--- src/rtl/core/cbm_pkg.sv ---
`timescale 1ns / 1ps

package cbm_pkg;

	localparam int DIVIDEND_W = 9;
	localparam int DIVISOR_W  = 10;
	localparam int STEP_CNT_W = 4;

	localparam logic [1:0] KIND_WRITE = 2'd0;
	localparam logic [1:0] KIND_ROM   = 2'd1;
	localparam logic [1:0] KIND_RAM   = 2'd2;

	localparam logic [1:0] CFG_CART_TYPE = 2'd0;
	localparam logic [1:0] CFG_ROM_BANKS = 2'd1;
	localparam logic [1:0] CFG_RAM_BANKS = 2'd2;

	localparam logic [7:0] MBC3_FIRST = 8'h0F;
	localparam logic [7:0] MBC3_LAST  = 8'h13;
	localparam logic [7:0] MBC5_FIRST = 8'h19;
	localparam logic [7:0] MBC5_LAST  = 8'h1E;

	localparam logic [3:0] RAM_EN_KEY = 4'hA;
	localparam logic [2:0] RAM_WINDOW = 3'b101;

	typedef enum logic [1:0] {
		MAP_MBC1,
		MAP_MBC3,
		MAP_MBC5
	} map_t;

	typedef struct packed {
		map_t                   map;
		logic [DIVISOR_W-1:0]   rom_banks;
		logic [4:0]             ram_banks;
		logic                   ram_enable;
		logic [4:0]             low_bank;
		logic [1:0]             high_bank;
		logic                   bank_mode;
		logic [8:0]             wide_rom_bank;
		logic [7:0]             wide_ram_sel;
	} bank_state_t;

	function automatic map_t map_of(input logic [7:0] cart_type);
		map_t m;
		m = MAP_MBC1;
		if (cart_type >= MBC3_FIRST && cart_type <= MBC3_LAST) begin
			m = MAP_MBC3;
		end else if (cart_type >= MBC5_FIRST && cart_type <= MBC5_LAST) begin
			m = MAP_MBC5;
		end
		return m;
	endfunction

endpackage

--- src/rtl/core/cbm_regs.sv ---
`timescale 1ns / 1ps

module cbm_regs (
	input  logic                 clk,
	input  logic                 arst_n,
	input  logic                 cfg_we,
	input  logic [1:0]           cfg_index,
	input  logic [9:0]           cfg_data,
	input  logic                 bus_we,
	input  logic [15:0]          bus_addr,
	input  logic [7:0]           bus_data,
	output cbm_pkg::bank_state_t st
);

	logic [7:0] cart_type_q;
	logic [9:0] rom_banks_q;
	logic [4:0] ram_banks_q;
	logic       ram_enable_q;
	logic [4:0] low_bank_q;
	logic [1:0] high_bank_q;
	logic       bank_mode_q;
	logic [8:0] wide_rom_bank_q;
	logic [7:0] wide_ram_sel_q;
	cbm_pkg::map_t map;
	logic [2:0] region;

	assign map    = cbm_pkg::map_of(cart_type_q);
	assign region = bus_addr[15:13];

	always_ff @(posedge clk or negedge arst_n) begin
		if (!arst_n) begin
			cart_type_q <= 8'd0;
			rom_banks_q <= 10'd2;
			ram_banks_q <= 5'd0;
		end else if (cfg_we) begin
			case (cfg_index)
				cbm_pkg::CFG_CART_TYPE: cart_type_q <= cfg_data[7:0];
				cbm_pkg::CFG_ROM_BANKS: rom_banks_q <= cfg_data;
				cbm_pkg::CFG_RAM_BANKS: ram_banks_q <= cfg_data[4:0];
				default: ;
			endcase
		end
	end

	always_ff @(posedge clk or negedge arst_n) begin
		if (!arst_n) begin
			ram_enable_q    <= 1'b0;
			low_bank_q      <= 5'd1;
			high_bank_q     <= 2'd0;
			bank_mode_q     <= 1'b0;
			wide_rom_bank_q <= 9'd1;
			wide_ram_sel_q  <= 8'd0;
		end else if (bus_we) begin
			if (region == 3'd0) begin
				ram_enable_q <= (bus_data[3:0] == cbm_pkg::RAM_EN_KEY);
			end else begin
				case (map)
					cbm_pkg::MAP_MBC3: begin
						if (region == 3'd1) begin
							wide_rom_bank_q <= (bus_data[6:0] == 7'd0) ? 9'd1
								: {2'b00, bus_data[6:0]};
						end else if (region == 3'd2) begin
							wide_ram_sel_q <= bus_data;
						end
					end
					cbm_pkg::MAP_MBC5: begin
						if (region == 3'd1 && !bus_addr[12]) begin
							wide_rom_bank_q[7:0] <= bus_data;
						end else if (region == 3'd1) begin
							wide_rom_bank_q[8] <= bus_data[0];
						end else if (region == 3'd2) begin
							wide_ram_sel_q <= {4'd0, bus_data[3:0]};
						end
					end
					default: begin
						if (region == 3'd1) begin
							low_bank_q <= (bus_data[4:0] == 5'd0) ? 5'd1 : bus_data[4:0];
						end else if (region == 3'd2) begin
							high_bank_q <= bus_data[1:0];
						end else if (region == 3'd3) begin
							bank_mode_q <= bus_data[0];
						end
					end
				endcase
			end
		end
	end

	always_comb begin
		st.map           = map;
		st.rom_banks     = rom_banks_q;
		st.ram_banks     = ram_banks_q;
		st.ram_enable    = ram_enable_q;
		st.low_bank      = low_bank_q;
		st.high_bank     = high_bank_q;
		st.bank_mode     = bank_mode_q;
		st.wide_rom_bank = wide_rom_bank_q;
		st.wide_ram_sel  = wide_ram_sel_q;
	end

endmodule

--- src/rtl/core/cbm_divrem.sv ---
`timescale 1ns / 1ps

module cbm_divrem (
	input  logic                             clk,
	input  logic                             arst_n,
	input  logic                             start,
	input  logic [cbm_pkg::DIVIDEND_W-1:0]   dividend,
	input  logic [cbm_pkg::DIVISOR_W-1:0]    divisor,
	output logic                             done,
	output logic [cbm_pkg::DIVIDEND_W-1:0]   rem
);

	localparam logic [cbm_pkg::STEP_CNT_W-1:0] LAST_STEP =
		cbm_pkg::STEP_CNT_W'(cbm_pkg::DIVIDEND_W - 1);

	logic                              busy_q;
	logic                              done_q;
	logic [cbm_pkg::STEP_CNT_W-1:0]    cnt_q;
	logic [cbm_pkg::DIVISOR_W-1:0]     div_q;
	logic [cbm_pkg::DIVISOR_W-1:0]     rem_q;
	logic [cbm_pkg::DIVIDEND_W-1:0]    shift_q;
	logic [cbm_pkg::DIVISOR_W:0]       trial;
	logic                              fits;

	assign trial = {rem_q, shift_q[cbm_pkg::DIVIDEND_W-1]};
	assign fits  = (trial >= {1'b0, div_q});

	always_ff @(posedge clk or negedge arst_n) begin
		if (!arst_n) begin
			busy_q <= 1'b0;
			done_q <= 1'b0;
			cnt_q  <= '0;
		end else if (start) begin
			busy_q <= 1'b1;
			done_q <= 1'b0;
			cnt_q  <= '0;
		end else if (busy_q) begin
			cnt_q <= cnt_q + 1'b1;
			if (cnt_q == LAST_STEP) begin
				busy_q <= 1'b0;
				done_q <= 1'b1;
			end
		end
	end

	always_ff @(posedge clk) begin
		if (start) begin
			div_q   <= divisor;
			rem_q   <= '0;
			shift_q <= dividend;
		end else if (busy_q) begin
			rem_q   <= fits ? cbm_pkg::DIVISOR_W'(trial - {1'b0, div_q})
				: trial[cbm_pkg::DIVISOR_W-1:0];
			shift_q <= {shift_q[cbm_pkg::DIVIDEND_W-2:0], 1'b0};
		end
	end

	assign done = done_q;
	assign rem  = rem_q[cbm_pkg::DIVIDEND_W-1:0];

	a_rem_below_divisor: assert property (@(posedge clk) disable iff (!arst_n)
		done_q |-> (rem_q < div_q))
		else $error("remainder not below divisor");

	a_start_busy: assert property (@(posedge clk) disable iff (!arst_n)
		start |=> (busy_q && !done_q))
		else $error("divider did not start");

	a_last_step_done: assert property (@(posedge clk) disable iff (!arst_n)
		(busy_q && !start && cnt_q == LAST_STEP) |=> (done_q && !busy_q))
		else $error("divider did not finish after last step");

endmodule

--- src/rtl/core/cartridge_bank_mapper.sv ---
`timescale 1ns / 1ps
// Cartridge bank controller (MBC1 / MBC3 / MBC5 rules by cartridge type byte).
// Channels:
//   cfg  : cfg_valid/cfg_ready with cfg_index and cfg_data; 0 cart_type,
//          1 rom_banks, 2 ram_banks. Always ready, one register per transaction.
//   in   : in_valid/in_ready with kind, address, data_byte. kind 0 is a bus
//          write to the bank registers, taken with no result.
//          kind 1 / 2 are ROM / RAM translations; kind 3 is dropped.
//   out  : out_valid/out_ready with offset and ram_ok, one per translation.
// Sequence: a translation starts a bit-serial remainder (bank mod bank count)
// on the cycle it is accepted; when the remainder is done, the result is loaded
// into the output register and out_valid rises. in_ready is low for the whole
// translation, so a new translation is taken only after the last result is
// loaded; bus writes are taken every cycle while no translation is in flight.
// Stall: a result waiting in the output register holds the sequencer until
// it is taken, but bus writes and a new translation may be accepted while an
// earlier result waits.
// Reset: cart_type 0, rom_banks 2, ram_banks 0; RAM disabled, ROM bank 1,
// all other bank registers 0; no result pending.

module cartridge_bank_mapper (
	input  logic        clk,
	input  logic        arst_n,
	input  logic        cfg_valid,
	output logic        cfg_ready,
	input  logic [1:0]  cfg_index,
	input  logic [9:0]  cfg_data,
	input  logic        in_valid,
	output logic        in_ready,
	input  logic [1:0]  kind,
	input  logic [15:0] address,
	input  logic [7:0]  data_byte,
	output logic        out_valid,
	input  logic        out_ready,
	output logic [22:0] offset,
	output logic        ram_ok
);

	typedef enum logic {
		ST_IDLE,
		ST_BUSY
	} state_t;

	state_t                                state_q;
	logic                                  is_rom_q;
	logic [15:0]                           addr_q;
	logic                                  out_valid_q;
	logic [22:0]                           offset_q;
	logic                                  ram_ok_q;

	cbm_pkg::bank_state_t                  st;
	logic                                  in_acc;
	logic                                  bus_we;
	logic                                  xlate;
	logic                                  div_done;
	logic [cbm_pkg::DIVIDEND_W-1:0]        div_rem;
	logic [cbm_pkg::DIVIDEND_W-1:0]        dividend;
	logic [cbm_pkg::DIVISOR_W-1:0]         divisor;
	logic [6:0]                            mbc1_bank;
	logic                                  out_free;
	logic [8:0]                            rom_bank;
	logic                                  ram_en;
	logic [22:0]                           next_offset;

	assign cfg_ready = 1'b1;
	assign in_ready  = (state_q == ST_IDLE);
	assign in_acc    = in_valid && in_ready;
	assign bus_we    = in_acc && (kind == cbm_pkg::KIND_WRITE);
	assign xlate     = in_acc && (kind == cbm_pkg::KIND_ROM || kind == cbm_pkg::KIND_RAM);
	assign out_free  = !out_valid_q || out_ready;

	cbm_regs u_regs (
		.clk       (clk),
		.arst_n    (arst_n),
		.cfg_we    (cfg_valid && cfg_ready),
		.cfg_index (cfg_index),
		.cfg_data  (cfg_data),
		.bus_we    (bus_we),
		.bus_addr  (address),
		.bus_data  (data_byte),
		.st        (st)
	);

	always_comb begin
		mbc1_bank = st.bank_mode ? {2'b00, st.low_bank} : {st.high_bank, st.low_bank};
		if (mbc1_bank[4:0] == 5'd0) begin
			mbc1_bank[0] = 1'b1;
		end
		if (kind == cbm_pkg::KIND_ROM) begin
			divisor = (st.rom_banks == '0) ? cbm_pkg::DIVISOR_W'(2) : st.rom_banks;
			if (st.map != cbm_pkg::MAP_MBC1) begin
				dividend = st.wide_rom_bank;
			end else if (!address[14]) begin
				dividend = st.bank_mode ? {2'b00, st.high_bank, 5'd0} : '0;
			end else begin
				dividend = {2'b00, mbc1_bank};
			end
		end else begin
			divisor = (st.ram_banks == '0) ? '1 : {5'd0, st.ram_banks};
			if (st.map != cbm_pkg::MAP_MBC1) begin
				dividend = {1'b0, st.wide_ram_sel};
			end else begin
				dividend = st.bank_mode ? {7'd0, st.high_bank} : '0;
			end
		end
	end

	cbm_divrem u_divrem (
		.clk      (clk),
		.arst_n   (arst_n),
		.start    (xlate),
		.dividend (dividend),
		.divisor  (divisor),
		.done     (div_done),
		.rem      (div_rem)
	);

	always_comb begin
		rom_bank = div_rem;
		if (st.map != cbm_pkg::MAP_MBC1 && !addr_q[14]) begin
			rom_bank = '0;
		end else if (st.map == cbm_pkg::MAP_MBC1 && addr_q[14] && div_rem == '0) begin
			rom_bank = 9'd1;
		end
		ram_en = st.ram_enable && (addr_q[15:13] == cbm_pkg::RAM_WINDOW)
			&& !(st.map == cbm_pkg::MAP_MBC3 && st.wide_ram_sel > 8'd3);
		if (is_rom_q) begin
			next_offset = addr_q[15] ? '0 : {rom_bank, addr_q[13:0]};
		end else begin
			next_offset = ram_en ? {1'b0, div_rem, addr_q[12:0]} : '0;
		end
	end

	always_ff @(posedge clk or negedge arst_n) begin
		if (!arst_n) begin
			state_q     <= ST_IDLE;
			out_valid_q <= 1'b0;
		end else begin
			if (out_valid_q && out_ready) begin
				out_valid_q <= 1'b0;
			end
			case (state_q)
				ST_IDLE: begin
					if (xlate) begin
						state_q <= ST_BUSY;
					end
				end
				ST_BUSY: begin
					if (div_done && out_free) begin
						state_q     <= ST_IDLE;
						out_valid_q <= 1'b1;
					end
				end
				default: state_q <= ST_IDLE;
			endcase
		end
	end

	always_ff @(posedge clk) begin
		if (xlate) begin
			is_rom_q <= (kind == cbm_pkg::KIND_ROM);
			addr_q   <= address;
		end
		if (state_q == ST_BUSY && div_done && out_free) begin
			offset_q <= next_offset;
			ram_ok_q <= !is_rom_q && ram_en;
		end
	end

	assign out_valid = out_valid_q;
	assign offset    = offset_q;
	assign ram_ok    = ram_ok_q;

endmodule

--- config.mk ---
export PLATFORM = sky130hd
export DESIGN_NAME = cartridge_bank_mapper
export DESIGN_NICKNAME = d
export VERILOG_FILES = /design/src/rtl/core/cbm_pkg.sv /design/src/rtl/core/cbm_regs.sv /design/src/rtl/core/cbm_divrem.sv /design/src/rtl/core/cartridge_bank_mapper.sv
export SDC_FILE = /design/constraint.sdc
export NUM_CORES = 1
export LEC_CHECK = 0
export ABC_CLOCK_PERIOD_IN_PS = 3030
export BUFFER_PORTS_ARGS = -buffer_cell sky130_fd_sc_hd__buf_2
export CORE_MARGIN = 4
export CORE_UTILIZATION = 58
export DETAILED_ROUTE_END_ITERATION = 10
export GPL_ROUTABILITY_DRIVEN = 0
export PLACE_DENSITY = 0.76
export SYNTH_ARGS = -nofsm -noshare
export SYNTH_HDL_FRONTEND = slang
export SYNTH_SLANG_ARGS = --single-unit
--- constraint.sdc ---
create_clock -name clk -period 3.03 [get_ports clk]
set_input_delay 0 -clock clk [delete_from_list [all_inputs] [get_ports clk]]
set_output_delay 0 -clock clk [all_outputs]
set_load 0.05 [all_outputs]
==> metrics <==
post_cts resized=0; Worst Hold Class=input pin to flip-flop; CTS tree=built; Detail Placement HPWL=8620 um; syn nets=571; CP Launch Type=flip-flop; detailed-route DRC error count=0; Area Growth Syn to Fin=25.74%; layout cell share with drive strength beyond 1=0.2368; syn avg cell area=11.49 um2; adder-cell area share of the yosys netlist=0.03313; endpoints failing setup=0; crit path max fanout=15; Buffers on Ports=68; DRT Pass-1 Iters=5; Rel. slew slack=0.3701; largest net degree at the start of global routing=43; Top-Level Pins=70; RSZ-0062 raised after global routing=no; post-synthesis mux area share=0.1015; Worst Skew=0.02186 ns; outcome=complete, no violations; Die H=108.8 um; Clock Path Buffers=2; Initial Util=0.6000; sequential fraction of the synthesis area=0.5825; H-tree Lvls=4; fill count=667; post-synthesis compound-gate area fraction=0.08664; total leakage power=3.231 nW; CP arrival=2.95 ns; post-synth cell types=52; Fin. Hold Viols=0; period utilization=0.8399; GRT Total Usage=0.2336; total power=0.006428 W; Starting DRT DRC Count=368; pwr dens=867.7 mW/mm2; Die ar.=0.01184 mm2; vias in the first global route=4354; Synth Area in XOR/XNOR=0.01487; Via density=5.617; Final nets=691; number of flops mapped to enable cells by yosys=60; Clock Sink Count=127; post-route minimum period=2.545 ns; largest family of logic cells by synthesized area=simple AND/OR/NAND/NOR gates; Clock Latency Late Sink=0.54 ns; drt wl/cell=16.33 um; Clk pin slew, worst setup/hold paths=0.06 ns; Worst EP required=3.44 ns; Top FF cell, synth=edfxtp_1; floorplan row count=36; Antenna Nets Post-Route=0; Post-Syn Instances=513; maxcap violations=0; Post-synth ARST share=0.4488; Hold WS=0.02176 ns; core area=0.009819 mm2; first-pass GRT wire length=21050 um; GRT Residual Overflow=0; Max Clock Freq=0.3929 GHz; via count=4376; final wirelength=12720 um; VDD IR max=518.8 uV; synth warn=0; Post-Synth Simple-Gate Area=0.1533; initial antenna violation count=0; Finished Core Util=0.7545; Final Slew Violations=0; flops & latches, synth=127; critical path class=flip-flop to flip-flop; Die X=108.8 um; Post-Syn Area=0.005892 mm2; Least-Margin Pin Slew=0.9448 ns; total CTS buffers=17; crit end category=flip-flop; Root Driver=clkbuf_8; setup TNS=0 ns; diode count=0
==> what timing repair did <==
item / 4_1_cts / 5_1_grt
hold buffers: 40 / 0
endpoints found under the hold margin: 107 / 0
setup buffers: 0 / 0
==> where the power goes <==
| part | internal (W) | switching, W |
|---|---|---|
| Sequential | 0.00227 | 0.000317 |
| Clock | 0.00134 | 0.000716 |
| Combinational | 0.000748 | 0.00105 |
| Total | 0.00435 | 0.00208 |
==> per-stage QoR <==
stage                     cells  instance area, um2  worst slack [ns]
after global placement      707                6397            0.6270
after floorplan             513                5892            0.4449
after CTS                   779                7408            0.4806
after detailed placement    707                6397            0.5211
after global routing        779                7408            0.3780
final                       779                7408            0.4851
==> final cells by class <==
cell class | count | area, um2 | share of cell area
timing repair buffer | 116 | 800.8 | 0.1081
tap | 133 | 166.4 | 0.02246
multi-input combinational | 345 | 2301 | 0.3106
sequential | 127 | 3432 | 0.4633
inverter | 26 | 97.59 | 0.01317
clock buffer | 25 | 516.7 | 0.06975
clock inverter | 7 | 93.84 | 0.01267
==> placed cells by master, fill, tap and decap left out, drive strengths merged, types with 14 or more instances in the layout <==
| cell type | synthesis | routed |
|---|---|---|
| and2 | 18 | 18 |
| buf | 4 | 76 |
| clkbuf | 11 | 25 |
| dfrtp | 54 | 54 |
| dlygate4sd3 | 0 | 40 |
| edfxtp | 60 | 60 |
| ha | 14 | 14 |
| inv | 25 | 27 |
| mux2 | 38 | 38 |
| mux2i | 17 | 17 |
| nand2 | 70 | 70 |
| nor2 | 37 | 37 |
| o21ai | 28 | 28 |
==> worst paths after layout <==
path | to | from | depth (start not counted) | slack [ns]
min in group asynchronous | u_regs.cart_type_q[1] | arst_n | 2 | 0.16
worst min register to register | state_q | state_q | 2 | 0.47
worst max-delay path | u_regs.wide_rom_bank_q[4] | u_regs.cart_type_q[7] | 5 | 0.49
worst min-delay path | u_regs.ram_banks_q[2] | cfg_valid | 3 | 0.02
max in group asynchronous | u_regs.rom_banks_q[1] | arst_n | 3 | 2.04
worst max register to register | u_regs.wide_rom_bank_q[4] | u_regs.cart_type_q[7] | 5 | 0.49
==> synthesized netlist by cell type (all sizes together) (2+ instances only) <==
| master | n | area, um2 |
|---|---|---|
| nor3 | 9 | 50.05 |
| and3 | 4 | 25.02 |
| inv | 25 | 93.84 |
| xnor2 | 5 | 43.79 |
| nand4b | 2 | 17.52 |
| o31ai | 2 | 15.01 |
| and2 | 18 | 112.6 |
| a31oi | 10 | 62.56 |
| nor4 | 6 | 37.54 |
| nor2 | 37 | 138.9 |
| a21o | 2 | 15.01 |
| dfstp | 3 | 78.83 |
| dfxtp | 10 | 200.2 |
| buf | 4 | 22.52 |
| edfxtp | 60 | 1802 |
| clkbuf | 11 | 41.29 |
| xor2 | 5 | 43.79 |
| o21ai | 28 | 140.1 |
| nand3 | 10 | 50.05 |
| nand4 | 7 | 43.79 |
| nor2b | 2 | 12.51 |
| mux2i | 17 | 170.2 |
| nand2 | 70 | 262.8 |
| mux2 | 38 | 427.9 |
| a21oi | 13 | 65.06 |
| o211ai | 3 | 22.52 |
| a2111oi | 2 | 36.29 |
| a22o | 9 | 78.83 |
| dfrtp | 54 | 1351 |
| nand2b | 8 | 50.05 |
| nor3b | 6 | 50.05 |
| nand3b | 2 | 15.01 |
| ha | 14 | 175.2 |
| a211oi | 2 | 15.01 |
| a21boi | 3 | 22.52 |
==> flip-flops by register name (all words and copies together), names as in the netlist, 2 cells and up <==
register	count
u_regs.high_bank_q	2
u_regs.wide_rom_bank_q	9
addr_q	16
u_regs.rom_banks_q	10
u_regs.wide_ram_sel_q	8
u_regs.cart_type_q	8
offset	23
u_divrem.shift_q	9
u_regs.low_bank_q	5
u_divrem.rem_q	10
u_regs.ram_banks_q	5
u_divrem.div_q	10
u_divrem.cnt_q	4
==> cell families after synthesis <==
group,after synthesis
xor gates and xnor gates,10
AOI/OAI and AO/OA,78
DFF,127
muxes,55
other,1
buffers and inverters,41
and+or+nand+nor,186
adders and majority gates,15
==> per-layer routing <==
metal  global-route usage  wire length [um]
met1               0.2999              5276
met2               0.3844              6477
met3              0.05329               692
met4              0.09739               274
met5                    0                 0
==> critical path, cell delays in order (launching register included) <==
cell	delay (ns)
dfrtp_1	0.39
nor3_2	0.27
o21ai_1	0.14
or3_1	0.63
a2111oi_4	0.60
mux2_2	0.40
No activity file was read; power rests on OpenSTA's default activity.
